**config.mk**
```make
export PLATFORM = sky130hd
export DESIGN_NAME = button_click_long_autorepeat
export DESIGN_NICKNAME = d
export VERILOG_FILES = /design/src/rtl/bcla_pkg.sv /design/src/rtl/bcla_core.sv /design/src/rtl/button_click_long_autorepeat.sv
export VERILOG_INCLUDE_DIRS = /design/src /design/src/rtl
export SDC_FILE = /design/constraint.sdc
export NUM_CORES = 1
export LEC_CHECK = 0
export BUFFER_PORTS_ARGS = -buffer_cell sky130_fd_sc_hd__buf_2
export CAP_MARGIN = 10
export CORE_MARGIN = 1.5
export CORE_UTILIZATION = 60
export CTS_CLUSTER_SIZE = 10
export DETAILED_ROUTE_END_ITERATION = 12
export MAX_ROUTING_LAYER = met4
export PLACE_DENSITY = 0.78
export SETUP_SLACK_MARGIN = 0.1
export SYNTH_ARGS = -nofsm -noshare
export SYNTH_HDL_FRONTEND = slang
export SYNTH_SLANG_ARGS = --single-unit
export TNS_END_PERCENT = 30
```
**constraint.sdc**
```tcl
create_clock -name clk_i -period 5.72 [get_ports clk_i]
set_input_delay 0.286 -clock clk_i [delete_from_list [all_inputs] [get_ports clk_i]]
set_output_delay 0.286 -clock clk_i [all_outputs]
set_load 0.01 [all_outputs]
```
**src/rtl/assert_macros.svh**
```systemverilog
// concurrent assertion helpers, compiled out for synthesis
`ifndef ASSERT_MACROS_SVH
`define ASSERT_MACROS_SVH

`ifndef SYNTHESIS

// condition holds at the same edge as the trigger
`define ASSERT_IMPL(lbl, clk, rst_n, ante, cons) \
  lbl: assert property (@(posedge clk) disable iff (!rst_n) (ante) |-> (cons)) \
    else $error("assertion failed");

// condition holds at the next edge after the trigger
`define ASSERT_NEXT(lbl, clk, rst_n, ante, cons) \
  lbl: assert property (@(posedge clk) disable iff (!rst_n) (ante) |=> (cons)) \
    else $error("assertion failed");

`else

`define ASSERT_IMPL(lbl, clk, rst_n, ante, cons)
`define ASSERT_NEXT(lbl, clk, rst_n, ante, cons)

`endif

`endif

```
**src/rtl/bcla_pkg.sv**
```systemverilog
package bcla_pkg;

  // configuration port geometry
  localparam int unsigned CFG_IDX_W  = 2;
  localparam int unsigned CFG_DATA_W = 16;
  localparam int unsigned TIME_W     = 32;

  // register indexes
  localparam logic [CFG_IDX_W-1:0] CFG_BOUNCE     = 2'd0;
  localparam logic [CFG_IDX_W-1:0] CFG_LONG       = 2'd1;
  localparam logic [CFG_IDX_W-1:0] CFG_AUTO_DELAY = 2'd2;
  localparam logic [CFG_IDX_W-1:0] CFG_AUTO_PER   = 2'd3;

  // register reset values
  localparam logic [CFG_DATA_W-1:0] BOUNCE_RST     = 16'd50;
  localparam logic [CFG_DATA_W-1:0] LONG_RST       = 16'd2000;
  localparam logic [CFG_DATA_W-1:0] AUTO_DELAY_RST = 16'd0;
  localparam logic [CFG_DATA_W-1:0] AUTO_PER_RST   = 16'd500;

  // reported events
  typedef enum logic [1:0] {
    EV_NONE  = 2'd0,
    EV_CLICK = 2'd1,
    EV_LONG  = 2'd2,
    EV_AUTO  = 2'd3
  } event_e;

  // timing configuration
  typedef struct packed {
    logic [CFG_DATA_W-1:0] bounce_ms;
    logic [CFG_DATA_W-1:0] long_ms;
    logic [CFG_DATA_W-1:0] auto_delay_ms;
    logic [CFG_DATA_W-1:0] auto_period_ms;
  } cfg_t;

  // controls from the pipeline to the evaluation core
  typedef struct packed {
    logic fire;
  } core_ctrl_t;

endpackage

```
**src/rtl/bcla_core.sv**
```systemverilog
module bcla_core (
  input  logic                           clk_i,
  input  logic                           rst_ni,
  input  bcla_pkg::core_ctrl_t           ctrl_i,
  input  bcla_pkg::cfg_t                 cfg_i,
  input  logic                           pin_level_i,
  input  logic [bcla_pkg::TIME_W-1:0]    now_ms_i,
  output bcla_pkg::event_e               event_o
);

  logic                        pressed_q, pressed_d;
  logic                        long_fired_q, long_fired_d;
  logic                        auto_fired_q, auto_fired_d;
  logic [bcla_pkg::TIME_W-1:0] release_q, release_d;
  logic [bcla_pkg::TIME_W-1:0] press_q, press_d;
  logic [bcla_pkg::TIME_W-1:0] last_auto_q, last_auto_d;

  logic                        low;
  logic                        features;
  logic [bcla_pkg::TIME_W-1:0] since_release, since_press, since_auto;
  logic [bcla_pkg::TIME_W-1:0] bounce_w, long_w, delay_w, period_w;
  logic                        press_hit, long_hit, auto_hit, release_hit;

  // elapsed times, wrapping
  always_comb begin
    low           = ~pin_level_i;
    features      = (|cfg_i.long_ms) | (|cfg_i.auto_delay_ms);
    since_release = now_ms_i - release_q;
    since_press   = now_ms_i - press_q;
    since_auto    = now_ms_i - last_auto_q;
    bounce_w      = {{(bcla_pkg::TIME_W-bcla_pkg::CFG_DATA_W){1'b0}}, cfg_i.bounce_ms};
    long_w        = {{(bcla_pkg::TIME_W-bcla_pkg::CFG_DATA_W){1'b0}}, cfg_i.long_ms};
    delay_w       = {{(bcla_pkg::TIME_W-bcla_pkg::CFG_DATA_W){1'b0}}, cfg_i.auto_delay_ms};
    period_w      = {{(bcla_pkg::TIME_W-bcla_pkg::CFG_DATA_W){1'b0}}, cfg_i.auto_period_ms};
  end

  // the four checks
  always_comb begin
    press_hit   = low & ~pressed_q & (since_release > bounce_w);
    long_hit    = low & ~long_fired_q & (|cfg_i.long_ms) & (since_press > long_w);
    auto_hit    = low & (|cfg_i.auto_delay_ms) & (since_press > delay_w) &
                  (since_auto > period_w);
    release_hit = ~low & pressed_q & (since_press > bounce_w);
  end

  // first matching check decides; a fresh press leaves zero hold time,
  // so long and auto cannot follow it in the same transaction
  always_comb begin
    pressed_d    = pressed_q;
    long_fired_d = long_fired_q;
    auto_fired_d = auto_fired_q;
    release_d    = release_q;
    press_d      = press_q;
    last_auto_d  = last_auto_q;
    event_o      = bcla_pkg::EV_NONE;
    priority if (press_hit) begin
      pressed_d    = 1'b1;
      long_fired_d = 1'b0;
      auto_fired_d = 1'b0;
      press_d      = now_ms_i;
      event_o      = features ? bcla_pkg::EV_NONE : bcla_pkg::EV_CLICK;
    end else if (long_hit) begin
      long_fired_d = 1'b1;
      event_o      = bcla_pkg::EV_LONG;
    end else if (auto_hit) begin
      auto_fired_d = 1'b1;
      last_auto_d  = now_ms_i;
      event_o      = bcla_pkg::EV_AUTO;
    end else if (release_hit) begin
      pressed_d = 1'b0;
      release_d = now_ms_i;
      if (features && !long_fired_q && !auto_fired_q) begin
        event_o = bcla_pkg::EV_CLICK;
      end
    end else begin
      event_o = bcla_pkg::EV_NONE;
    end
  end

  // button state, updated once per evaluated transaction
  always_ff @(posedge clk_i or negedge rst_ni) begin
    if (!rst_ni) begin
      pressed_q    <= 1'b0;
      long_fired_q <= 1'b0;
      auto_fired_q <= 1'b0;
      release_q    <= '0;
      press_q      <= '0;
      last_auto_q  <= '0;
    end else if (ctrl_i.fire) begin
      pressed_q    <= pressed_d;
      long_fired_q <= long_fired_d;
      auto_fired_q <= auto_fired_d;
      release_q    <= release_d;
      press_q      <= press_d;
      last_auto_q  <= last_auto_d;
    end
  end

endmodule

```
**src/rtl/button_click_long_autorepeat.sv**
```systemverilog
// channel | direction | handshake             | payload
// input   | in        | in_valid_i/in_stall_o  | pin_level_i, now_ms_i
// output  | out       | out_valid_o/out_stall_i| event_res_o
// config  | in        | cfg_we_i               | cfg_idx_i, cfg_wdata_i
//
// one transaction per cycle unless the output stalls; a transaction goes
// via the input register and one evaluation pass into the result register
// the rate is set by the state update loop in bcla_core
// reset restores the register defaults and clears all button state
// a stalled result holds the result register; the input register keeps
// accepting until it is also full

`include "assert_macros.svh"

module button_click_long_autorepeat (
  input  logic                                clk_i,
  input  logic                                rst_ni,
  input  logic                                in_valid_i,
  output logic                                in_stall_o,
  input  logic                                pin_level_i,
  input  logic [bcla_pkg::TIME_W-1:0]         now_ms_i,
  output logic                                out_valid_o,
  input  logic                                out_stall_i,
  output logic [1:0]                          event_res_o,
  input  logic                                cfg_we_i,
  input  logic [bcla_pkg::CFG_IDX_W-1:0]      cfg_idx_i,
  input  logic [bcla_pkg::CFG_DATA_W-1:0]     cfg_wdata_i
);

  bcla_pkg::cfg_t              cfg_q;
  logic                        s1_valid_q;
  logic                        s1_pin_q;
  logic [bcla_pkg::TIME_W-1:0] s1_now_q;
  logic                        out_valid_q;
  logic [1:0]                  out_event_q;
  logic                        out_load;
  logic                        s1_load;
  bcla_pkg::core_ctrl_t        core_ctrl;
  bcla_pkg::event_e            core_event;

  // configuration registers
  always_ff @(posedge clk_i or negedge rst_ni) begin
    if (!rst_ni) begin
      cfg_q.bounce_ms      <= bcla_pkg::BOUNCE_RST;
      cfg_q.long_ms        <= bcla_pkg::LONG_RST;
      cfg_q.auto_delay_ms  <= bcla_pkg::AUTO_DELAY_RST;
      cfg_q.auto_period_ms <= bcla_pkg::AUTO_PER_RST;
    end else if (cfg_we_i) begin
      unique case (cfg_idx_i)
        bcla_pkg::CFG_BOUNCE:     cfg_q.bounce_ms      <= cfg_wdata_i;
        bcla_pkg::CFG_LONG:       cfg_q.long_ms        <= cfg_wdata_i;
        bcla_pkg::CFG_AUTO_DELAY: cfg_q.auto_delay_ms  <= cfg_wdata_i;
        bcla_pkg::CFG_AUTO_PER:   cfg_q.auto_period_ms <= cfg_wdata_i;
        default:                  cfg_q                <= cfg_q;
      endcase
    end
  end

  // flow control
  always_comb begin
    out_load       = s1_valid_q & (~out_valid_q | ~out_stall_i);
    s1_load        = in_valid_i & ~in_stall_o;
    in_stall_o     = s1_valid_q & ~out_load;
    core_ctrl.fire = out_load;
  end

  // input register
  always_ff @(posedge clk_i or negedge rst_ni) begin
    if (!rst_ni) begin
      s1_valid_q <= 1'b0;
    end else if (s1_load || out_load) begin
      s1_valid_q <= s1_load;
    end
  end

  always_ff @(posedge clk_i) begin
    if (s1_load) begin
      s1_pin_q <= pin_level_i;
      s1_now_q <= now_ms_i;
    end
  end

  // evaluation and button state
  bcla_core u_core (
    .clk_i       (clk_i),
    .rst_ni      (rst_ni),
    .ctrl_i      (core_ctrl),
    .cfg_i       (cfg_q),
    .pin_level_i (s1_pin_q),
    .now_ms_i    (s1_now_q),
    .event_o     (core_event)
  );

  // result register
  always_ff @(posedge clk_i or negedge rst_ni) begin
    if (!rst_ni) begin
      out_valid_q <= 1'b0;
    end else if (out_load || !out_stall_i) begin
      out_valid_q <= out_load;
    end
  end

  always_ff @(posedge clk_i) begin
    if (out_load) begin
      out_event_q <= core_event;
    end
  end

  assign out_valid_o = out_valid_q;
  assign event_res_o = out_event_q;

  // checks
  `ASSERT_IMPL(a_result_from_input, clk_i, rst_ni, $rose(out_valid_q), $past(s1_valid_q))
  `ASSERT_NEXT(a_held_while_blocked, clk_i, rst_ni,
               s1_valid_q && out_valid_q && out_stall_i, s1_valid_q)
  `ASSERT_IMPL(a_long_needs_enable, clk_i, rst_ni,
               out_valid_q && (out_event_q == bcla_pkg::EV_LONG), cfg_q.long_ms != '0)
  `ASSERT_IMPL(a_auto_needs_enable, clk_i, rst_ni,
               out_valid_q && (out_event_q == bcla_pkg::EV_AUTO), cfg_q.auto_delay_ms != '0)

endmodule
```
# Word level (Yosys, flattened, before mapping)
# Cells that the tools add are included.
# Widths: inputs -> output; s select.
# word_totals
reg_bits,200
input_bits,56
output_inout_bits,4
word_cells,91
# classes
addsub,3
n_lt_le_gt_ge,5
eq_ne,5
n_mux,15
bitwise_logic,25
reduce_logical,23
# ops
operator,n
$gt 32x16->1,5
$sub 32x32->32,3
$reduce_or 16->1,2
$and 1x1->1,13
$mux 1,12
$reduce_and 2->1,6
$not 1->1,10
$reduce_and 4->1,2
$mux 2,3
$reduce_bool 2->1,3
$reduce_and 5->1,1
$eq 2x2->1 const B,2
$ne 2x1->1 const B,2
$logic_not 1->1,3
$reduce_and 3->1,1
$eq 2x1->1 const B,1
$logic_and 1x1->1,2
$logic_not 2->1,1
$logic_or 1x1->1,2
$or 1x1->1,2

# Depth between registers and ports, before layout
# Gate-level depths: netlist (run 1).
# depth
depth_word,9
depth_mapped,23
mapped_depth_nobuf,22

# Cells and area by module
# From an unflattened synthesis (run 1), not the netlist that was laid out.
# unflattened
hier_cells,1639
area_unflattened_um2,15446.1
# by_module_without_submodules
mod,instances,cells_per_inst,area_each_um2,seq_area_each_um2
bcla_core,1,1460,11878.9,2477.4
button_click_long_autorepeat,1,179,3567.2,2721.4

# Worst setup path before layout (run 1)
# OpenSTA, ideal clock, no wires.
# synth_timing
path_kind,register -> register
from,register s1_now_q[1] in the netlist's numbering
to,register u_core.press_q[17] in the netlist's numbering
setup_time_ns,0.128
arrival_time_ns,5.106
t_required_ns,5.592
slack_ns,0.486
path_stages_with_launch,21
n_path_buf,1
synth_period_minus_slack_ns,5.234
path_cell_list,edfxtp_1 -> ha_1 -> nor2b_1 -> o31a_1 -> a2111oi_0 -> or2_1 -> o21ai_0 -> xor2_1 -> ha_1 -> nand3_1 -> nor3_1 -> nand2_1 -> o311ai_0 -> o21ai_0 -> a2111oi_0 -> o311ai_0 -> or4_1 -> o31ai_2 -> nor2_1 -> clkbuf_1 -> mux2_1
# synth_via
elab_chain_cells,4
# synth_lines
item,line_no,rtl
"start, declared",button_click_long_autorepeat.sv:33,logic [bcla_pkg::TIME_W-1:0] s1_now_q;
"start signal, assigned",button_click_long_autorepeat.sv:79,s1_now_q <= now_ms_i;
$sub 32x32->32,bcla_core.sv:28,since_release = now_ms_i - release_q;
$gt 32x16->1,bcla_core.sv:39,press_hit = low & ~pressed_q & (since_release > bounce_w);
$and 1x1->1,bcla_core.sv:39,
$reduce_and 2->1 (no source line),-,
"end signal, assigned",bcla_core.sv:94,press_q <= press_d;
"end, declared",bcla_core.sv:15,"logic [bcla_pkg::TIME_W-1:0] press_q, press_d;"
# Every way passes these cells.
# A chain may end at the register's enable or synchronous reset.

# Worst setup path in the final report (run 1)
# layout_timing
from,register s1_now_q[0] in the netlist's numbering
to,register u_core.last_auto_q[0] in the netlist's numbering
# layout_via
elab_chain_cells,5
elab_cells_between_ends,14
cone_classes,add/sub (3); order compare (4); bitwise (6); reduce/logical (1)
# layout_lines
item,line_no,rtl
$sub 32x32->32 (on tied branches),"bcla_core.sv:29, bcla_core.sv:28",
$gt 32x16->1 (on tied branches),"bcla_core.sv:41, bcla_core.sv:39, bcla_core.sv:40",
$and 1x1->1 (on tied branches),"bcla_core.sv:41, bcla_core.sv:39, bcla_core.sv:40",
$and 1x1->1 / $not 1->1 (equally long branches),-,
$reduce_and 4->1 (no source line),-,
"end signal, assigned",bcla_core.sv:95,last_auto_q <= last_auto_d;
"end, declared",bcla_core.sv:16,"logic [bcla_pkg::TIME_W-1:0] last_auto_q, last_auto_d;"
# Several ways; a longest one is shown, not always the timed one.

==> results of run 1 <==
[repair_timing]
action | in CTS | in global routing
hold buffers | 8 | 4
endpoints found under the hold margin | 30 | 4
endpoints found under the setup margin | 31 | 101
gates cloned | 0 | 1
setup buffers | 2 | 0
gates resized for setup | 0 | 19
pin swaps | 0 | 3
[report_power, final]
part / switching (µW) / total [µW] / internal, µW / leakage [µW]
registers: 285 / 2210 / 1930 / 0.00228
logic: 3680 / 6460 / 2780 / 0.00515
clock network: 623 / 1220 / 602 / 0.000290
total: 4590 / 9900 / 5310 / 0.00772
[cell families after synthesis]
logic type,Yosys count,synth area share
AO/OA/AOI/OAI,423,0.174
AND/OR/NAND/NOR,369,0.120
buffers and inverters,226,0.0578
flip-flops,200,0.343
adder cells (fa/ha/maj),176,0.147
multiplexers,155,0.122
XOR/XNOR,64,0.0370
[routing by layer]
layer,up-vias,track usage
li1,5984,-
met1,6072,0.425
met2,427,0.489
met3,66,0.0595
met4,0,0.0859
met5,-,-
[worst max-delay path by stage]
stage / startpoint / cells after the start / endpoint
2_1_floorplan: s1_now_q[1] / 20 / u_core.press_q[17]
3_3_place_gp: s1_now_q[1] / 21 / u_core.last_auto_q[17]
3_5_place_dp: s1_now_q[1] / 21 / u_core.last_auto_q[17]
4_1_cts: s1_now_q[1] / 22 / u_core.press_q[25]
5_1_grt: s1_now_q[1] / 22 / u_core.press_q[25]
6_report: s1_now_q[0] / 25 / u_core.last_auto_q[0]
[flip-flops by register name (all words and copies together) (netlist names)]
register,flops
cfg_q,64
event_res_o,2
out_valid_o,1
s1_now_q,32
s1_pin_q,1
s1_valid_q,1
u_core.auto_fired_q,1
u_core.last_auto_q,32
u_core.long_fired_q,1
u_core.press_q,32
u_core.pressed_q,1
u_core.release_q,32
[metrics by stage]
| stage | utilization | hold slack, ns |
|---|---|---|
| 6_report | 0.674 | 0.00290 |
| 5_1_grt | 0.674 | 0.00000916 |
| 4_1_cts | 0.668 | 0.00189 |
| 3_5_place_dp | 0.640 | 0.169 |
| 3_3_place_gp | 0.640 | 0.167 |
| 2_1_floorplan | - | -0.00959 |
[cells in the final DEF (no fill, tap or decap), types with 33 or more instances in the layout]
cell type / count
sky130_fd_sc_hd__ha_1: 173
sky130_fd_sc_hd__inv_1: 183
sky130_fd_sc_hd__mux2_1: 43
sky130_fd_sc_hd__mux2_2: 75
sky130_fd_sc_hd__o21ai_0: 94
sky130_fd_sc_hd__xnor2_1: 43
sky130_fd_sc_hd__dfrtp_1: 150
sky130_fd_sc_hd__nand4_1: 43
sky130_fd_sc_hd__edfxtp_1: 35
sky130_fd_sc_hd__a21o_1: 33
sky130_fd_sc_hd__a21oi_1: 136
sky130_fd_sc_hd__nor2_1: 72
sky130_fd_sc_hd__buf_2: 58
sky130_fd_sc_hd__nand2_1: 109
[layout make-up]
| class | instances | share of cell area |
|---|---|---|
| multi-input combinational | 1187 | 0.546 |
| sequential | 200 | 0.309 |
| timing repair buffer | 106 | 0.0440 |
| inverter | 183 | 0.0408 |
| clock buffer | 19 | 0.0263 |
| tap | 330 | 0.0246 |
| clock inverter | 13 | 0.00915 |
==> run summary, run 1 <==
- overall die area: 26200 µm²
- share of the cycle needed by the critical path after routing: 0.940
- critical path's slowest cell: sky130_fd_sc_hd__or4_4
- leading area contributor after synthesis: sky130_fd_sc_hd__dfrtp_1
- element type at the critical path end: register
- final setup TNS: 0 ns
- worst clock skew: 0.0187 ns
- clock net sink count: 200
- multi-input gate area in the final layout: 9180 µm²
- Top delay family on crit path: simple AND/OR/NAND/NOR gates
- antenna violations before repair: 0
- pin count of the biggest net entering global routing: 72
- internal reg-to-reg setup slack: 0.34 ns
- clock-pin slew of the registers on the worst-case setup and hold paths: 0.09 ns
- Worst R2R Path Depth: 25
- Finish-stage setup viols: 0
- router iterations before antenna repair: 5
- I/O Buffers: 59
- total via count after detailed routing: 12500
- Iteration-0 DRC Markers: 959
- top metal layer carrying routed signals: met4
- power after layout: 9900 µW
- min-delay src: now_ms_i[13]
- number of CTS-inserted buffers: 17
- final RePlAce weighted congestion: 0.957
- end of the worst hold path: s1_now_q[13]
- Critical Path AT: 5.70 ns
- number of hold violations in the final report: 0
- critical path peak fanout: 16
- outcome: completed
- number of remaining DRC errors: 0
- GRT overflow: 0
- fraction of synthesis flops using an asynchronous set or reset pin: 0.825
- number of inserted diodes: 0
- commonest cells in the synthesized netlist: sky130_fd_sc_hd__inv_1, sky130_fd_sc_hd__ha_1, sky130_fd_sc_hd__dfrtp_1
- # nets final: 1927
- cell area after technology mapping: 15200 µm²
- Initial Util: 0.608
- first-pass GRT wire length: 62700 µm
- startpoint type of the worst setup path: register
- number of buffers on the longest clock path: 2
- Final HPWL DP: 31100 µm
- mean number of vias per cell: 6.16
- master cell of the clock root buffer: sky130_fd_sc_hd__clkbuf_16
- flip-flop and latch area: 5200 µm²
- routed metal-1 wire length: 17700 µm
- min Tclk post-route: 5.38 ns
- area share of the largest cell type after synthesis: 0.248
- layout cell share with drive strength beyond 1: 0.160
- worst hold path cell count: 1
- Setup WS post-layout: 0.343 ns
- clock latency at the later pin of the worst-skew pair: 0.45 ns
- class of the most critical setup path: reg2reg
- max-cap violations: 0
- final WL: 39300 µm
- ANT nets after route: 0
- CTS tree: yes
- vias in the first global route: 12200
- number of inserted filler cells in the final layout: 2004
- Post-Synthesis Cells: 1613
- routed length per placed instance: 19.3 µm
- leading post-synthesis cells by cell area: sky130_fd_sc_hd__dfrtp_1, sky130_fd_sc_hd__ha_1, sky130_fd_sc_hd__edfxtp_1
- Worst Path Buf+Inv: 4
- Max transition margin: 0.385
- transition at the pin with the smallest max-transition slack: 0.923 ns
- Synth Net Count: 1845
- Finished Cell Area: 16800 µm²
- r2r endpoint: u_core.last_auto_q[0]
- number of distinct standard cells referenced by the synthesized netlist: 72
- worst min-delay path category: in2reg
- warning count from the yosys run: 0
- leakage power figure: 0.00772 µW
- FF+latch count, synth: 200
- top-count cell post-synth: sky130_fd_sc_hd__inv_1
- fraction of the yosys area taken by sequential cells: 0.343
- timing-limited maximum frequency: 186 MHz
- beginning of the worst register-to-register path: s1_now_q[0]
- die width: 162 µm
- core box area: 25000 µm²
- pins over their slew limit: 0
- deepest level of the CTS H-tree: 4
- Met2 Routed Length: 17900 µm
- worst vdd rail ir drop: 0.245 mV
- EDFF count, synth: 35
- required time of the critical path: 6.05 ns
- I/O pin total: 60
- Total Routing Usage GR: 0.315
- die height: 162 µm
- met3 layer wire length in the routed design: 2780 µm
- unrepaired setup endpoints after global routing: yes
- critical path's largest stage delay: 0.53 ns
- dpl ws: 0.0463 ns
- power per cell area: 589 nW/µm²
- floorplan row count: 58
- most common flop cell mapped by yosys: sky130_fd_sc_hd__dfrtp_1
- Area Overhead vs Synth: 10.9%
- post-placement cell area: 16000 µm²
- DP Cell Count: 1991
- Avg Inst Size Synth: 9.40 µm²
- Non-Filler Instances: 2038
Power figures use the tool's default switching activity.
==> run 2: changes to the inputs <==
Settings changed: CORE_MARGIN 1.5 to 2, CORE_UTILIZATION 60 to 49, PLACE_DENSITY 0.78 to 0.66.
==> run 2 against run 1 <==
Net effect:
- non-clock buffer count up 43
- sequential power about the same
- cell area up 3.5%
- maximum frequency down 1.5%
- critical path depth down 3
- register-to-register slack worse by 0.08 ns
- first-iteration DRC count up 2.6%
- combinational power up 4.0%
- count of clock-buffer cells in the layout down 2
- via count up 0.98%
- critical path type unchanged
==> run summary, run 2 (synthesis results as in run 1) <==
- Iteration-0 DRC Markers: 984, +2.6%
- Max transition margin: 0.414, +0.0291
- leakage power figure: 0.00794 µW, +2.9%
- overall die area: 32400 µm², +23%
- total via count after detailed routing: 12700, +0.98%
- clock-pin slew of the registers on the worst-case setup and hold paths: 0.08 ns, about the same
- min-delay src: now_ms_i[28]
- worst path cell trace: ha_1, nor2b_4, o31a_1, buf_4, a21oi_1, nand2b_1, a21o_1, a21oi_1, xnor2_1, ha_1, a21o_1, a211oi_1, o21ai_0, a2111oi_2, buf_4, o311ai_0, or4_1, o31ai_2, buf_4, nand4_4, clkbuf_16, mux2_4
- first-pass GRT wire length: 64100 µm, +2.2%
- number of remaining DRC errors: 0, unchanged
- critical path's slowest cell: sky130_fd_sc_hd__or4_1
- register with the most flip-flops: cfg_q
- critical path's largest stage delay: 0.54 ns, about the same
- required time of the critical path: 6.07 ns, +0.02 ns
- most frequent standard cell in the layout excluding fill and tap cells: sky130_fd_sc_hd__inv_1
- internal reg-to-reg setup slack: 0.26 ns, -0.08 ns
- router iterations before antenna repair: 5, unchanged
- Total Routing Usage GR: 0.257, -0.0587
- worst vdd rail ir drop: 0.277 mV, +13%
- worst min-delay path category: in2reg
- Initial Util: 0.497, -0.110
- routed length per placed instance: 19.2 µm, -0.19%
- timing-limited maximum frequency: 183 MHz, -1.5%
- die height: 180 µm, +11%
- beginning of the worst register-to-register path: s1_now_q[1]
- min Tclk post-route: 5.46 ns, +0.0829 ns
- CP dominant cell by count: sky130_fd_sc_hd__buf_4
- number of buffers on the longest clock path: 2, unchanged
- GRT overflow: 0, unchanged
- I/O pin total: 60, unchanged
- Worst R2R Path Depth: 22, -12%
- r2r endpoint: u_core.last_auto_q[16]
- clock net sink count: 200, unchanged
- mean number of vias per cell: 5.90, -4.1%
- CTS tree: yes
- power per cell area: 582 nW/µm², -1.2%
- share of the cycle needed by the critical path after routing: 0.954, +0.0145
- core box area: 30500 µm², +22%
- master cell of the clock root buffer: sky130_fd_sc_hd__clkbuf_16
- number of CTS-inserted buffers: 17, unchanged
- worst hold path cell count: 1, unchanged
- max-cap violations: 0, unchanged
- outcome: completed
- beginning of the critical path: s1_now_q[1]
- deepest level of the CTS H-tree: 4, unchanged
- number of inserted diodes: 0, unchanged
- number of hold violations in the final report: 0, unchanged
- flip-flop count of the largest register after layout: 64, unchanged
- most frequent cells in the layout: sky130_fd_sc_hd__inv_1, sky130_fd_sc_hd__ha_1, sky130_fd_sc_hd__dfrtp_1
- end of the worst hold path: s1_now_q[28]
- number of inserted filler cells in the final layout: 2719, +36%
- # nets final: 1970, +2.2%
- transition at the pin with the smallest max-transition slack: 0.879 ns, -0.0436 ns
- ANT nets after route: 0, unchanged
- vias in the first global route: 12100, -0.96%
- Worst Path Buf+Inv: 4, unchanged
- Finish-stage setup viols: 0, unchanged
- class of the most critical setup path: reg2reg
- antenna violations before repair: 0, unchanged
- clock latency at the later pin of the worst-skew pair: 0.47 ns, +0.02 ns
- Area Overhead vs Synth: 14.7%
- Final HPWL DP: 31700 µm, +2.1%
- unrepaired setup endpoints after global routing: no
- pin count of the biggest net entering global routing: 69, -4.2%
- die width: 180 µm, +11%
- layout cell share with drive strength beyond 1: 0.185, +0.0252
- critical path peak fanout: 8, -8
- startpoint type of the worst setup path: register
- worst clock skew: 0.0162 ns, -0.00258 ns
- Critical Path AT: 5.80 ns, +0.10 ns
- element type at the critical path end: register
- Top delay family on crit path: compound AO/OA/AOI/OAI gates
- power after layout: 10100 µW, +2.3%
- final WL: 41300 µm, +5.1%
- floorplan row count: 64, +10%
- smallest hold slack: 0.0162 ns, +0.0133 ns
- I/O Buffers: 59, unchanged
- pins over their slew limit: 0, unchanged
- final RePlAce weighted congestion: 0.923, -3.6%
## run 2: layout make-up
type / instances / area [µm²] / area share
clock buffers: 17 / 425 / 0.0244
clock inverters: 15 / 133 / 0.00762
well taps: 396 / 495 / 0.0285
multi-input cells: 1187 / 9310 / 0.535
inverters: 183 / 687 / 0.0395
flip-flops and latches: 200 / 5200 / 0.299
repair buffers: 149 / 1150 / 0.0661
## run 2: worst max path at each step
| stage | slack, ns | endpoint | cells after the start |
|---|---|---|---|
| after global routing | 0.02 | u_core.last_auto_q[13] | 22 |
| after CTS | 0.13 | u_core.last_auto_q[18] | 25 |
| after floorplan | 0.49 | u_core.press_q[17] | 20 |
| after global placement | 0.17 | u_core.last_auto_q[18] | 23 |
| after detailed placement | -0.11 | u_core.last_auto_q[18] | 23 |
| final | 0.26 | u_core.last_auto_q[16] | 22 |
## run 2: timing repair
| action | in CTS | in global routing |
|---|---|---|
| cloned | 0 | 3 |
| hold buffers | 27 | 0 |
| endpoints found under the hold margin | 65 | 0 |
| endpoints found under the setup margin | 64 | 101 |
| setup buffers | 1 | 23 |
| gates resized for setup | 2 | 51 |
| pin swaps | 1 | 24 |
## run 2: power breakdown
part	switching (µW)	internal [µW]	leakage (µW)
Clock	615	576	0.000277
Combinational	3780	2950	0.00539
Sequential	288	1930	0.00228
Total	4680	5450	0.00794
## run 2: through the flow
| step | util | instance area [µm²] | std cells | setup TNS (ns) | setup WS, ns |
|---|---|---|---|---|---|
| detailed placement | 0.528 | 16100 | 2061 | -3.10 | -0.111 |
| CTS | 0.555 | 16900 | 2121 | 0 | 0.132 |
| floorplan | - | 15200 | 1613 | 0 | 0.486 |
| finish | 0.570 | 17400 | 2147 | 0 | 0.260 |
| global placement | 0.528 | 16100 | 2061 | 0 | 0.166 |
| global route | 0.570 | 17400 | 2147 | 0 | 0.0248 |
## run 2: layer usage
metal	part of all wire	routed length, µm	vias up	GRT usage
li1	-	-	6085	-
met1	0.48	19600	6229	0.355
met2	0.46	18900	298	0.398
met3	0.042	1730	60	0.0300
met4	0.025	1030	0	0.0748
met5	0	0	-	-
